File: config.mk
export PLATFORM = sky130hd
export DESIGN_NAME = sensor_sample_history_ring_core
export DESIGN_NICKNAME = d
export VERILOG_FILES = /design/src/rtl/sshr_pkg.sv /design/src/rtl/sshr_front.sv /design/src/rtl/sshr_cmd_queue.sv /design/src/rtl/sshr_back.sv /design/src/rtl/sensor_sample_history_ring_core.sv
export SDC_FILE = /design/constraint.sdc
export NUM_CORES = 1
export LEC_CHECK = 0
export ABC_CLOCK_PERIOD_IN_PS = 8600
export BUFFER_PORTS_ARGS = -buffer_cell sky130_fd_sc_hd__buf_2
export CAP_MARGIN = 0
export CORE_ASPECT_RATIO = 1.5
export CORE_MARGIN = 2
export CORE_UTILIZATION = 42
export DETAILED_ROUTE_END_ITERATION = 12
export PLACE_DENSITY = 0.67
export SYNTH_ARGS = -nofsm -noshare
export SYNTH_HDL_FRONTEND = slang
export SYNTH_HIERARCHICAL = 1
export SYNTH_SLANG_ARGS = --single-unit
File: constraint.sdc
create_clock -name clk_i -period 8.6 [get_ports clk_i]
set_clock_uncertainty 0.2 [all_clocks]
set_input_delay 0.43 -clock clk_i [delete_from_list [all_inputs] [get_ports clk_i]]
set_output_delay 0.43 -clock clk_i [all_outputs]
set_load 0.02 [all_outputs]
File: src/rtl/sshr_pkg.sv
package sshr_pkg;

  // Ring geometry
  localparam int HISTORY_DEPTH = 16;
  localparam int IDX_W         = $clog2(HISTORY_DEPTH);
  localparam int CNT_W         = $clog2(HISTORY_DEPTH + 1);
  localparam int MAX_RESULTS   = 16;

  // Field widths
  localparam int FUNC_W  = 2;
  localparam int N_W     = 5;
  localparam int RAWP_W  = 24;
  localparam int VAL_W   = 16;
  localparam int STAMP_W = 32;
  localparam int WORD_W  = 64;

  // Queue depths
  localparam int CMD_DEPTH = 2;
  localparam int OUT_DEPTH = 4;

  // Function selector codes
  localparam logic [FUNC_W-1:0] FUNC_STORE  = 2'd0;
  localparam logic [FUNC_W-1:0] FUNC_READ_P = 2'd1;
  localparam logic [FUNC_W-1:0] FUNC_READ_T = 2'd2;

  typedef enum logic [1:0] {
    OP_STORE,
    OP_READ_P,
    OP_READ_T,
    OP_REJECT
  } op_e;

  // Classified command from front to back
  typedef struct packed {
    op_e                op;
    logic [IDX_W-1:0]   addr;
    logic [N_W-1:0]     len;
    logic [VAL_W-1:0]   pressure;
    logic [VAL_W-1:0]   temperature;
    logic [STAMP_W-1:0] stamp;
  } cmd_t;

  // One ring entry
  typedef struct packed {
    logic [VAL_W-1:0]   pressure;
    logic [VAL_W-1:0]   temperature;
    logic [STAMP_W-1:0] stamp;
  } ent_t;

  // One result word
  typedef struct packed {
    logic [WORD_W-1:0] word;
    logic              last;
    logic              rej;
  } res_t;

endpackage

File: src/rtl/sshr_front.sv
module sshr_front (
  input  logic                        clk_i,
  input  logic                        rst_ni,
  input  logic                        acc_i,
  input  logic [sshr_pkg::FUNC_W-1:0] func_i,
  input  logic [sshr_pkg::RAWP_W-1:0] raw_pressure_i,
  input  logic [sshr_pkg::VAL_W-1:0]  raw_temperature_i,
  input  logic [sshr_pkg::STAMP_W-1:0] sample_time_i,
  input  logic [sshr_pkg::N_W-1:0]    records_wanted_i,
  output logic                        cmd_push_o,
  output sshr_pkg::cmd_t              cmd_o
);
  import sshr_pkg::*;

  logic [IDX_W-1:0]    wpos_q, wpos_d;
  logic [CNT_W-1:0]    fill_q, fill_d;
  logic [RAWP_W+3:0]   prod;
  logic [IDX_W-1:0]    newest;
  logic                refuse;
  logic [N_W-1:0]      len;

  // Scale pressure: floor(raw * 10 / 4096)
  assign prod = {3'b000, raw_pressure_i, 1'b0} + {1'b0, raw_pressure_i, 3'b000};

  // Newest entry sits one behind the write position
  assign newest = (wpos_q == '0) ? IDX_W'(HISTORY_DEPTH - 1) : wpos_q - 1'b1;

  assign refuse = (records_wanted_i == '0) ||
                  (32'(records_wanted_i) > 32'(fill_q));
  assign len    = (32'(records_wanted_i) > 32'(MAX_RESULTS)) ?
                  N_W'(MAX_RESULTS) : records_wanted_i;

  // Classify the incoming word
  always_comb begin
    cmd_o.addr        = newest;
    cmd_o.len         = len;
    cmd_o.pressure    = prod[RAWP_W+3:12];
    cmd_o.temperature = raw_temperature_i;
    cmd_o.stamp       = sample_time_i;
    cmd_o.op          = OP_REJECT;
    cmd_push_o        = acc_i;
    wpos_d            = wpos_q;
    fill_d            = fill_q;
    case (func_i)
      FUNC_STORE: begin
        cmd_o.op   = OP_STORE;
        cmd_o.addr = wpos_q;
        if (acc_i) begin
          wpos_d = (wpos_q == IDX_W'(HISTORY_DEPTH - 1)) ? '0 : wpos_q + 1'b1;
          if (fill_q != CNT_W'(HISTORY_DEPTH)) begin
            fill_d = fill_q + 1'b1;
          end
        end
      end
      FUNC_READ_P: begin
        cmd_o.op = refuse ? OP_REJECT : OP_READ_P;
      end
      FUNC_READ_T: begin
        cmd_o.op = refuse ? OP_REJECT : OP_READ_T;
      end
      default: begin
        cmd_push_o = 1'b0;
      end
    endcase
  end

  // Track ring position and fill level
  always_ff @(posedge clk_i or negedge rst_ni) begin
    if (!rst_ni) begin
      wpos_q <= '0;
      fill_q <= '0;
    end else begin
      wpos_q <= wpos_d;
      fill_q <= fill_d;
    end
  end

endmodule

File: src/rtl/sshr_cmd_queue.sv
module sshr_cmd_queue (
  input  logic           clk_i,
  input  logic           rst_ni,
  input  logic           push_i,
  input  sshr_pkg::cmd_t data_i,
  input  logic           pop_i,
  output sshr_pkg::cmd_t data_o,
  output logic           empty_o,
  output logic           full_o
);
  import sshr_pkg::*;

  localparam int PTR_W = (CMD_DEPTH > 1) ? $clog2(CMD_DEPTH) : 1;
  localparam int QC_W  = $clog2(CMD_DEPTH + 1);

  cmd_t              slot_q [CMD_DEPTH];
  logic [PTR_W-1:0]  wptr_q, rptr_q;
  logic [QC_W-1:0]   cnt_q;

  assign empty_o = (cnt_q == '0);
  assign full_o  = (cnt_q == QC_W'(CMD_DEPTH));
  assign data_o  = slot_q[rptr_q];

  // Store incoming word
  always_ff @(posedge clk_i) begin
    if (push_i) begin
      slot_q[wptr_q] <= data_i;
    end
  end

  // Advance pointers and count
  always_ff @(posedge clk_i or negedge rst_ni) begin
    if (!rst_ni) begin
      wptr_q <= '0;
      rptr_q <= '0;
      cnt_q  <= '0;
    end else begin
      if (push_i) begin
        wptr_q <= (wptr_q == PTR_W'(CMD_DEPTH - 1)) ? '0 : wptr_q + 1'b1;
      end
      if (pop_i) begin
        rptr_q <= (rptr_q == PTR_W'(CMD_DEPTH - 1)) ? '0 : rptr_q + 1'b1;
      end
      cnt_q <= cnt_q + QC_W'(push_i) - QC_W'(pop_i);
    end
  end

  a_cnt_bound: assert property (@(posedge clk_i) disable iff (!rst_ni)
    cnt_q <= QC_W'(CMD_DEPTH)) else $error("command queue count overflow");
  a_no_over: assert property (@(posedge clk_i) disable iff (!rst_ni)
    push_i |-> !full_o || pop_i) else $error("command queue written while full");
  a_no_under: assert property (@(posedge clk_i) disable iff (!rst_ni)
    pop_i |-> !empty_o) else $error("command queue read while empty");

endmodule

File: src/rtl/sshr_back.sv
module sshr_back (
  input  logic                         clk_i,
  input  logic                         rst_ni,
  input  sshr_pkg::cmd_t               cmd_i,
  input  logic                         cmd_empty_i,
  output logic                         cmd_pop_o,
  input  logic                         pop_i,
  output logic                         empty_o,
  output logic [sshr_pkg::WORD_W-1:0]  record_word_o,
  output logic                         last_record_o,
  output logic                         rejected_o
);
  import sshr_pkg::*;

  localparam logic S_IDLE = 1'b0;
  localparam logic S_READ = 1'b1;

  localparam int OPTR_W = $clog2(OUT_DEPTH);
  localparam int OCNT_W = $clog2(OUT_DEPTH + 1);

  // Sequencer state
  logic              state_q, state_d;
  logic [IDX_W-1:0]  addr_q, addr_d;
  logic [N_W-1:0]    left_q, left_d;
  logic              temp_q, temp_d;

  // Issue controls
  logic              space;
  logic              iss_vld, iss_rej, iss_last, iss_temp;
  logic [IDX_W-1:0]  rd_addr;
  logic              wr_en;

  // Ring memory and read stage
  ent_t              mem [HISTORY_DEPTH];
  ent_t              rd_q;
  logic              stg_vld_q, stg_rej_q, stg_last_q, stg_temp_q;
  res_t              stg_res;

  // Result queue
  res_t              oq_q [OUT_DEPTH];
  logic [OPTR_W-1:0] owp_q, orp_q;
  logic [OCNT_W-1:0] ocnt_q;
  logic              opop;

  assign space = (ocnt_q + OCNT_W'(stg_vld_q)) < OCNT_W'(OUT_DEPTH);

  // Pick the next command or the next record of a read
  always_comb begin
    state_d   = state_q;
    addr_d    = addr_q;
    left_d    = left_q;
    temp_d    = temp_q;
    cmd_pop_o = 1'b0;
    wr_en     = 1'b0;
    iss_vld   = 1'b0;
    iss_rej   = 1'b0;
    iss_last  = 1'b0;
    iss_temp  = temp_q;
    rd_addr   = addr_q;
    case (state_q)
      S_IDLE: begin
        if (!cmd_empty_i) begin
          case (cmd_i.op)
            OP_STORE: begin
              cmd_pop_o = 1'b1;
              wr_en     = 1'b1;
            end
            OP_REJECT: begin
              if (space) begin
                cmd_pop_o = 1'b1;
                iss_vld   = 1'b1;
                iss_rej   = 1'b1;
                iss_last  = 1'b1;
              end
            end
            OP_READ_P, OP_READ_T: begin
              cmd_pop_o = 1'b1;
              addr_d    = cmd_i.addr;
              left_d    = cmd_i.len;
              temp_d    = (cmd_i.op == OP_READ_T);
              state_d   = S_READ;
            end
            default: begin
              cmd_pop_o = 1'b0;
            end
          endcase
        end
      end
      S_READ: begin
        if (space) begin
          iss_vld  = 1'b1;
          iss_last = (left_q == N_W'(1));
          left_d   = left_q - 1'b1;
          addr_d   = (addr_q == '0) ? IDX_W'(HISTORY_DEPTH - 1) : addr_q - 1'b1;
          if (iss_last) begin
            state_d = S_IDLE;
          end
        end
      end
      default: begin
        state_d = S_IDLE;
      end
    endcase
  end

  always_ff @(posedge clk_i or negedge rst_ni) begin
    if (!rst_ni) begin
      state_q <= S_IDLE;
      addr_q  <= '0;
      left_q  <= '0;
      temp_q  <= 1'b0;
    end else begin
      state_q <= state_d;
      addr_q  <= addr_d;
      left_q  <= left_d;
      temp_q  <= temp_d;
    end
  end

  // Write and read the ring
  always_ff @(posedge clk_i) begin
    if (wr_en) begin
      mem[cmd_i.addr] <= '{pressure: cmd_i.pressure, temperature: cmd_i.temperature,
                           stamp: cmd_i.stamp};
    end
    if (iss_vld && !iss_rej) begin
      rd_q <= mem[rd_addr];
    end
  end

  // Hold per-record flags alongside the read data
  always_ff @(posedge clk_i or negedge rst_ni) begin
    if (!rst_ni) begin
      stg_vld_q  <= 1'b0;
      stg_rej_q  <= 1'b0;
      stg_last_q <= 1'b0;
      stg_temp_q <= 1'b0;
    end else begin
      stg_vld_q  <= iss_vld;
      stg_rej_q  <= iss_rej;
      stg_last_q <= iss_last;
      stg_temp_q <= iss_temp;
    end
  end

  // Format the big-endian record
  always_comb begin
    stg_res.last = stg_last_q;
    stg_res.rej  = stg_rej_q;
    if (stg_rej_q) begin
      stg_res.word = '0;
    end else if (stg_temp_q) begin
      stg_res.word = {rd_q.temperature, 16'h0000, rd_q.stamp};
    end else begin
      stg_res.word = {8'h00, rd_q.pressure, 8'h00, rd_q.stamp};
    end
  end

  // Result queue
  assign empty_o       = (ocnt_q == '0);
  assign opop          = pop_i && !empty_o;
  assign record_word_o = oq_q[orp_q].word;
  assign last_record_o = oq_q[orp_q].last;
  assign rejected_o    = oq_q[orp_q].rej;

  always_ff @(posedge clk_i) begin
    if (stg_vld_q) begin
      oq_q[owp_q] <= stg_res;
    end
  end

  always_ff @(posedge clk_i or negedge rst_ni) begin
    if (!rst_ni) begin
      owp_q  <= '0;
      orp_q  <= '0;
      ocnt_q <= '0;
    end else begin
      if (stg_vld_q) begin
        owp_q <= (owp_q == OPTR_W'(OUT_DEPTH - 1)) ? '0 : owp_q + 1'b1;
      end
      if (opop) begin
        orp_q <= (orp_q == OPTR_W'(OUT_DEPTH - 1)) ? '0 : orp_q + 1'b1;
      end
      ocnt_q <= ocnt_q + OCNT_W'(stg_vld_q) - OCNT_W'(opop);
    end
  end

  a_oq_room: assert property (@(posedge clk_i) disable iff (!rst_ni)
    stg_vld_q |-> ocnt_q < OCNT_W'(OUT_DEPTH)) else $error("result queue overrun");
  a_read_left: assert property (@(posedge clk_i) disable iff (!rst_ni)
    state_q == S_READ |-> left_q != '0) else $error("read active with nothing left");
  a_issue_room: assert property (@(posedge clk_i) disable iff (!rst_ni)
    iss_vld |-> space) else $error("record issued without result room");
  a_rej_last: assert property (@(posedge clk_i) disable iff (!rst_ni)
    stg_vld_q && stg_rej_q |-> stg_last_q) else $error("rejected word not marked last");

endmodule

File: src/rtl/sensor_sample_history_ring_core.sv
// A read's first record reaches the result ports via the command queue, the
// sequencer state, read stage and result queue; a refused read's single word
// skips the sequencer state; stores give no word. One item per cycle enters a
// 2-word command queue while it is not full; the back end reads records through
// the ring memory's single read port. Reset clears pointers, counts and state.
module sensor_sample_history_ring_core (
  input  logic                          clk_i,
  input  logic                          rst_ni,
  input  logic                          push,
  output logic                          full,
  input  logic [sshr_pkg::FUNC_W-1:0]   func_i,
  input  logic [sshr_pkg::RAWP_W-1:0]   raw_pressure_i,
  input  logic [sshr_pkg::VAL_W-1:0]    raw_temperature_i,
  input  logic [sshr_pkg::STAMP_W-1:0]  sample_time_i,
  input  logic [sshr_pkg::N_W-1:0]      records_wanted_i,
  output logic                          empty,
  input  logic                          pop,
  output logic [sshr_pkg::WORD_W-1:0]   record_word_o,
  output logic                          last_record_o,
  output logic                          rejected_o
);
  import sshr_pkg::*;

  logic acc;
  logic cmd_push, cmd_pop, cmd_empty, cmd_full;
  cmd_t cmd_in, cmd_out;

  assign full = cmd_full;
  assign acc  = push && !cmd_full;

  sshr_front u_front (
    .clk_i             (clk_i),
    .rst_ni            (rst_ni),
    .acc_i             (acc),
    .func_i            (func_i),
    .raw_pressure_i    (raw_pressure_i),
    .raw_temperature_i (raw_temperature_i),
    .sample_time_i     (sample_time_i),
    .records_wanted_i  (records_wanted_i),
    .cmd_push_o        (cmd_push),
    .cmd_o             (cmd_in)
  );

  sshr_cmd_queue u_cmd_queue (
    .clk_i   (clk_i),
    .rst_ni  (rst_ni),
    .push_i  (cmd_push),
    .data_i  (cmd_in),
    .pop_i   (cmd_pop),
    .data_o  (cmd_out),
    .empty_o (cmd_empty),
    .full_o  (cmd_full)
  );

  sshr_back u_back (
    .clk_i         (clk_i),
    .rst_ni        (rst_ni),
    .cmd_i         (cmd_out),
    .cmd_empty_i   (cmd_empty),
    .cmd_pop_o     (cmd_pop),
    .pop_i         (pop),
    .empty_o       (empty),
    .record_word_o (record_word_o),
    .last_record_o (last_record_o),
    .rejected_o    (rejected_o)
  );

endmodule
==> impl_metrics.env <==
export IMPL_rows=167
export IMPL_dp_slack_ps=4190
export IMPL_leakage_uw=0.0211
export IMPL_cts_resized=0
export IMPL_yosys_warnings=6
export IMPL_path_clk_slew_ps=60
export IMPL_wl_per_cell_um=24.6
export IMPL_end_kind="flop"
export IMPL_worstPathArrival_ps=4530
export IMPL_worst_slack_ps=4240
export IMPL_setup_viol=0
export IMPL_ys_seq_elements=1505
export IMPL_critical_path_class="flop to flop"
export IMPL_synth_edf_count=1470
export IMPL_max_slew_margin=0.209
export IMPL_placed_cells=4456
export IMPL_status="complete, no violations"
export IMPL_reg2reg_depth=7
export IMPL_ir_drop_uv=402
export IMPL_antenna_found_initial=15
export IMPL_hold_path_class="input pin to flop"
export IMPL_grt_ovfl_total=0
export IMPL_cts_buffers=134
export IMPL_drt_iter0_drc=1903
export IMPL_drive_above_1_share=0.271
export IMPL_io_pins=151
export IMPL_vias=26200
export IMPL_crit_buf_inv=2
export IMPL_ys_seq_area_frac=0.775
export IMPL_rsz0062_at_grt="no"
export IMPL_r2r_end="u_back/mem[13][44]"
export IMPL_first_pass_iters=5
export IMPL_power_density_nw_per_um2=334
export IMPL_r2r_start="u_cmd_queue/rptr_q"
export IMPL_insertion_delay_ps=750
export IMPL_die_h_um=459
export IMPL_grt_first_pass_wirelength_mm=175
export IMPL_power_uw=21800
export IMPL_hp_start="push"
export IMPL_critPathSlowestCell="nor2_4"
export IMPL_critPathMaxFanout=38
export IMPL_place_gp_congestion=0.720
export IMPL_finalCritPeriodShare=0.507
export IMPL_synth_cell_area_um2=58100
export IMPL_numClockSinks=1505
export IMPL_finalCriticalPeriod_ps=4360
export IMPL_max_cap_violations=0
export IMPL_hold_depth=5
export IMPL_fin_tns_setup_ps=0
export IMPL_startpoint_type="flop"
export IMPL_grt_usage=0.167
export IMPL_avgViaCountPerCell=5.50
export IMPL_avgSynthCellArea_um2=21.8
export IMPL_async_reset_ff_frac=0.0233
export IMPL_ys_flop_type="edfxtp_1"
export IMPL_core_area_um2=138000
export IMPL_max_stage_delay_ps=910
export IMPL_initial_core_util=0.422
export IMPL_clk_root_buffer_cell="clkbuf_16"
export IMPL_drtAntennaViolNets=0
export IMPL_tightest_slew_ps=1180
export IMPL_die_w_um=308
export IMPL_required_ps=8770
export IMPL_grt_pass1_vias=27600
export IMPL_maxSlewViolCount=0
export IMPL_cts_path_max_buffers=3
export IMPL_hold_viol=0
export IMPL_h_tree_depth=4
export IMPL_cts_setup_buffers=0
export IMPL_dieArea_um2=141000
export IMPL_grt_max_degree=153
export IMPL_routed_wirelength_mm=117
export IMPL_fin_nets=3008
export IMPL_drc=0
export IMPL_cts_tree="yes"
export IMPL_path_cells="mux2_2 -> inv_1 -> ha_1 -> nor4b_1 -> nand2_1 -> nor2_4 -> buf_4"
export IMPL_max_freq_mhz=229
export IMPL_crit_family="simple AND/OR/NAND/NOR gates"
export IMPL_r2r_slack_ps=4240
export IMPL_synthDistinctLibCells=65
export IMPL_instances_no_fill=4759
export IMPL_io_buffers=142
export IMPL_synthCells=2664
export IMPL_holdPathEnd="u_front/fill_q[0]"
export IMPL_area_delta_synth_final_pct=12.5
export IMPL_dp_final_hpwl_mm=65.7
where the power goes:
group | total, uW | internal [uW] | leakage [uW] | switching [uW]
Combinational | 5830 | 2320 | 0.00529 | 3510
Sequential | 10200 | 9770 | 0.0138 | 447
Clock | 5770 | 3230 | 0.00205 | 2530
layer usage:
metal	wire, um	vias up	GRT usage
li1	-	11400	-
met1	47000	13900	0.213
met2	60500	730	0.288
met3	6730	181	0.0331
met4	2680	10	0.0495
met5	68	-	0
worst max path at each step:
stage / slack [ps] / startpoint / to / cells past startpoint
CTS: 4190 / u_cmd_queue/rptr_q / u_back/mem[13][55] / 7
global placement: 4160 / u_cmd_queue/rptr_q / u_back/mem[13][40] / 7
floorplan: 1900 / u_cmd_queue/rptr_q / u_back/mem[0][0] / 7
global route: 4010 / u_cmd_queue/rptr_q / u_back/mem[13][44] / 7
detailed placement: 4190 / u_cmd_queue/rptr_q / u_back/mem[13][40] / 7
finish: 4240 / u_cmd_queue/rptr_q / u_back/mem[13][44] / 7
what timing repair did:
item                                    4_1_cts  5_1_grt
hold endpoints to repair                    157        0
endpoints found under the setup margin        0        0
hold buffers                                 60        0
through the flow:
step,hold WS (ps),cell area (um^2),util
after floorplan,-65.6,58100,-
after global placement,186,60500,0.440
after CTS,10.1,65300,0.474
final,48.2,65300,0.475
after detailed placement,193,60500,0.440
after global routing,29.5,65300,0.475
tightest hold or removal path, cell delays in order:
cell     delay, ps
buf_2          110
nor2b_4        120
nand2_1         60
a41oi_1         80
xnor2_1        130
cells in the mapped netlist, types with 2 or more instances:
library cell,number,area (um^2)
a211oi_1,3,22.5
a21boi_0,4,30.0
a21o_1,10,75.1
a21oi_1,22,110
a22oi_1,129,968
a311o_1,2,20.0
a31oi_1,3,18.8
and2_1,23,144
and4b_1,2,20.0
buf_1,18,67.6
buf_2,21,105
buf_4,69,518
buf_6,14,158
clkbuf_1,54,203
dfrtp_1,35,876
edfxtp_1,1470,44100
ha_1,47,588
inv_1,34,128
mux2_2,36,405
mux2_4,40,601
mux2i_1,8,80.1
mux4_2,314,7070
nand2_1,91,342
nand2b_1,7,43.8
nand3_1,13,65.1
nand4_1,6,37.5
nor2_1,45,169
nor2b_1,41,257
nor3_1,7,35.0
nor3b_1,2,15.0
nor4_1,2,12.5
o211ai_1,2,15.0
o21a_1,2,15.0
o21ai_0,28,140
o21bai_1,3,22.5
o22ai_1,5,31.3
o41ai_1,2,17.5
or3_1,2,12.5
xnor2_1,15,131
xor2_1,8,70.1
cell type report:
type                            instances  area, um^2
Antenna cell                            5        12.5
Clock buffer                          165        3570
Clock inverter                         73         639
Fill cell                           11000       72300
Inverter                               34         128
Multi-Input combinational cell        956       12100
Sequential cell                      1505       45000
Tap cell                             1774        2220
Timing Repair Buffer                  247        1690
flip-flops by register name (all words and copies together) (netlist names), 2 cells and up:
| signal | count |
|---|---|
| u_back/mem | 1024 |
| u_back/oq_q | 232 |
| u_cmd_queue/slot_q | 150 |
| u_back/rd_q | 64 |
| u_back/left_q | 5 |
| u_front/fill_q | 5 |
| u_back/addr_q | 4 |
| u_front/wpos_q | 4 |
| u_back/ocnt_q | 3 |
| u_back/orp_q | 2 |
| u_back/owp_q | 2 |
| u_cmd_queue/cnt_q | 2 |
cell usage in the layout, fill, tap and decap left out, types with 40 or more instances in the layout:
master | netlist | routed
buf_4 | 69 | 42
nand2_1 | 91 | 91
edfxtp_1 | 1470 | 1470
buf_2 | 21 | 142
dlygate4sd3_1 | 0 | 60
a22oi_1 | 129 | 129
ha_1 | 47 | 47
mux4_2 | 314 | 314
mux2_4 | 40 | 40
clkbuf_16 | 0 | 138
kinds of logic (layout without fill, tap and decap cells):
logic type,count (synthesis),count (layout),synth area share
AND/OR/NAND/NOR,250,250,0.0212
adder cells (fa/ha/maj),47,47,0.0101
buffers and inverters,210,519,0.0203
other,1,13,0.0000646
flip-flops,1505,1505,0.775
AO/OA/AOI/OAI,229,229,0.0286
multiplexers,398,398,0.140
XOR/XNOR,24,24,0.00388
Power figures use the tool's default switching activity.
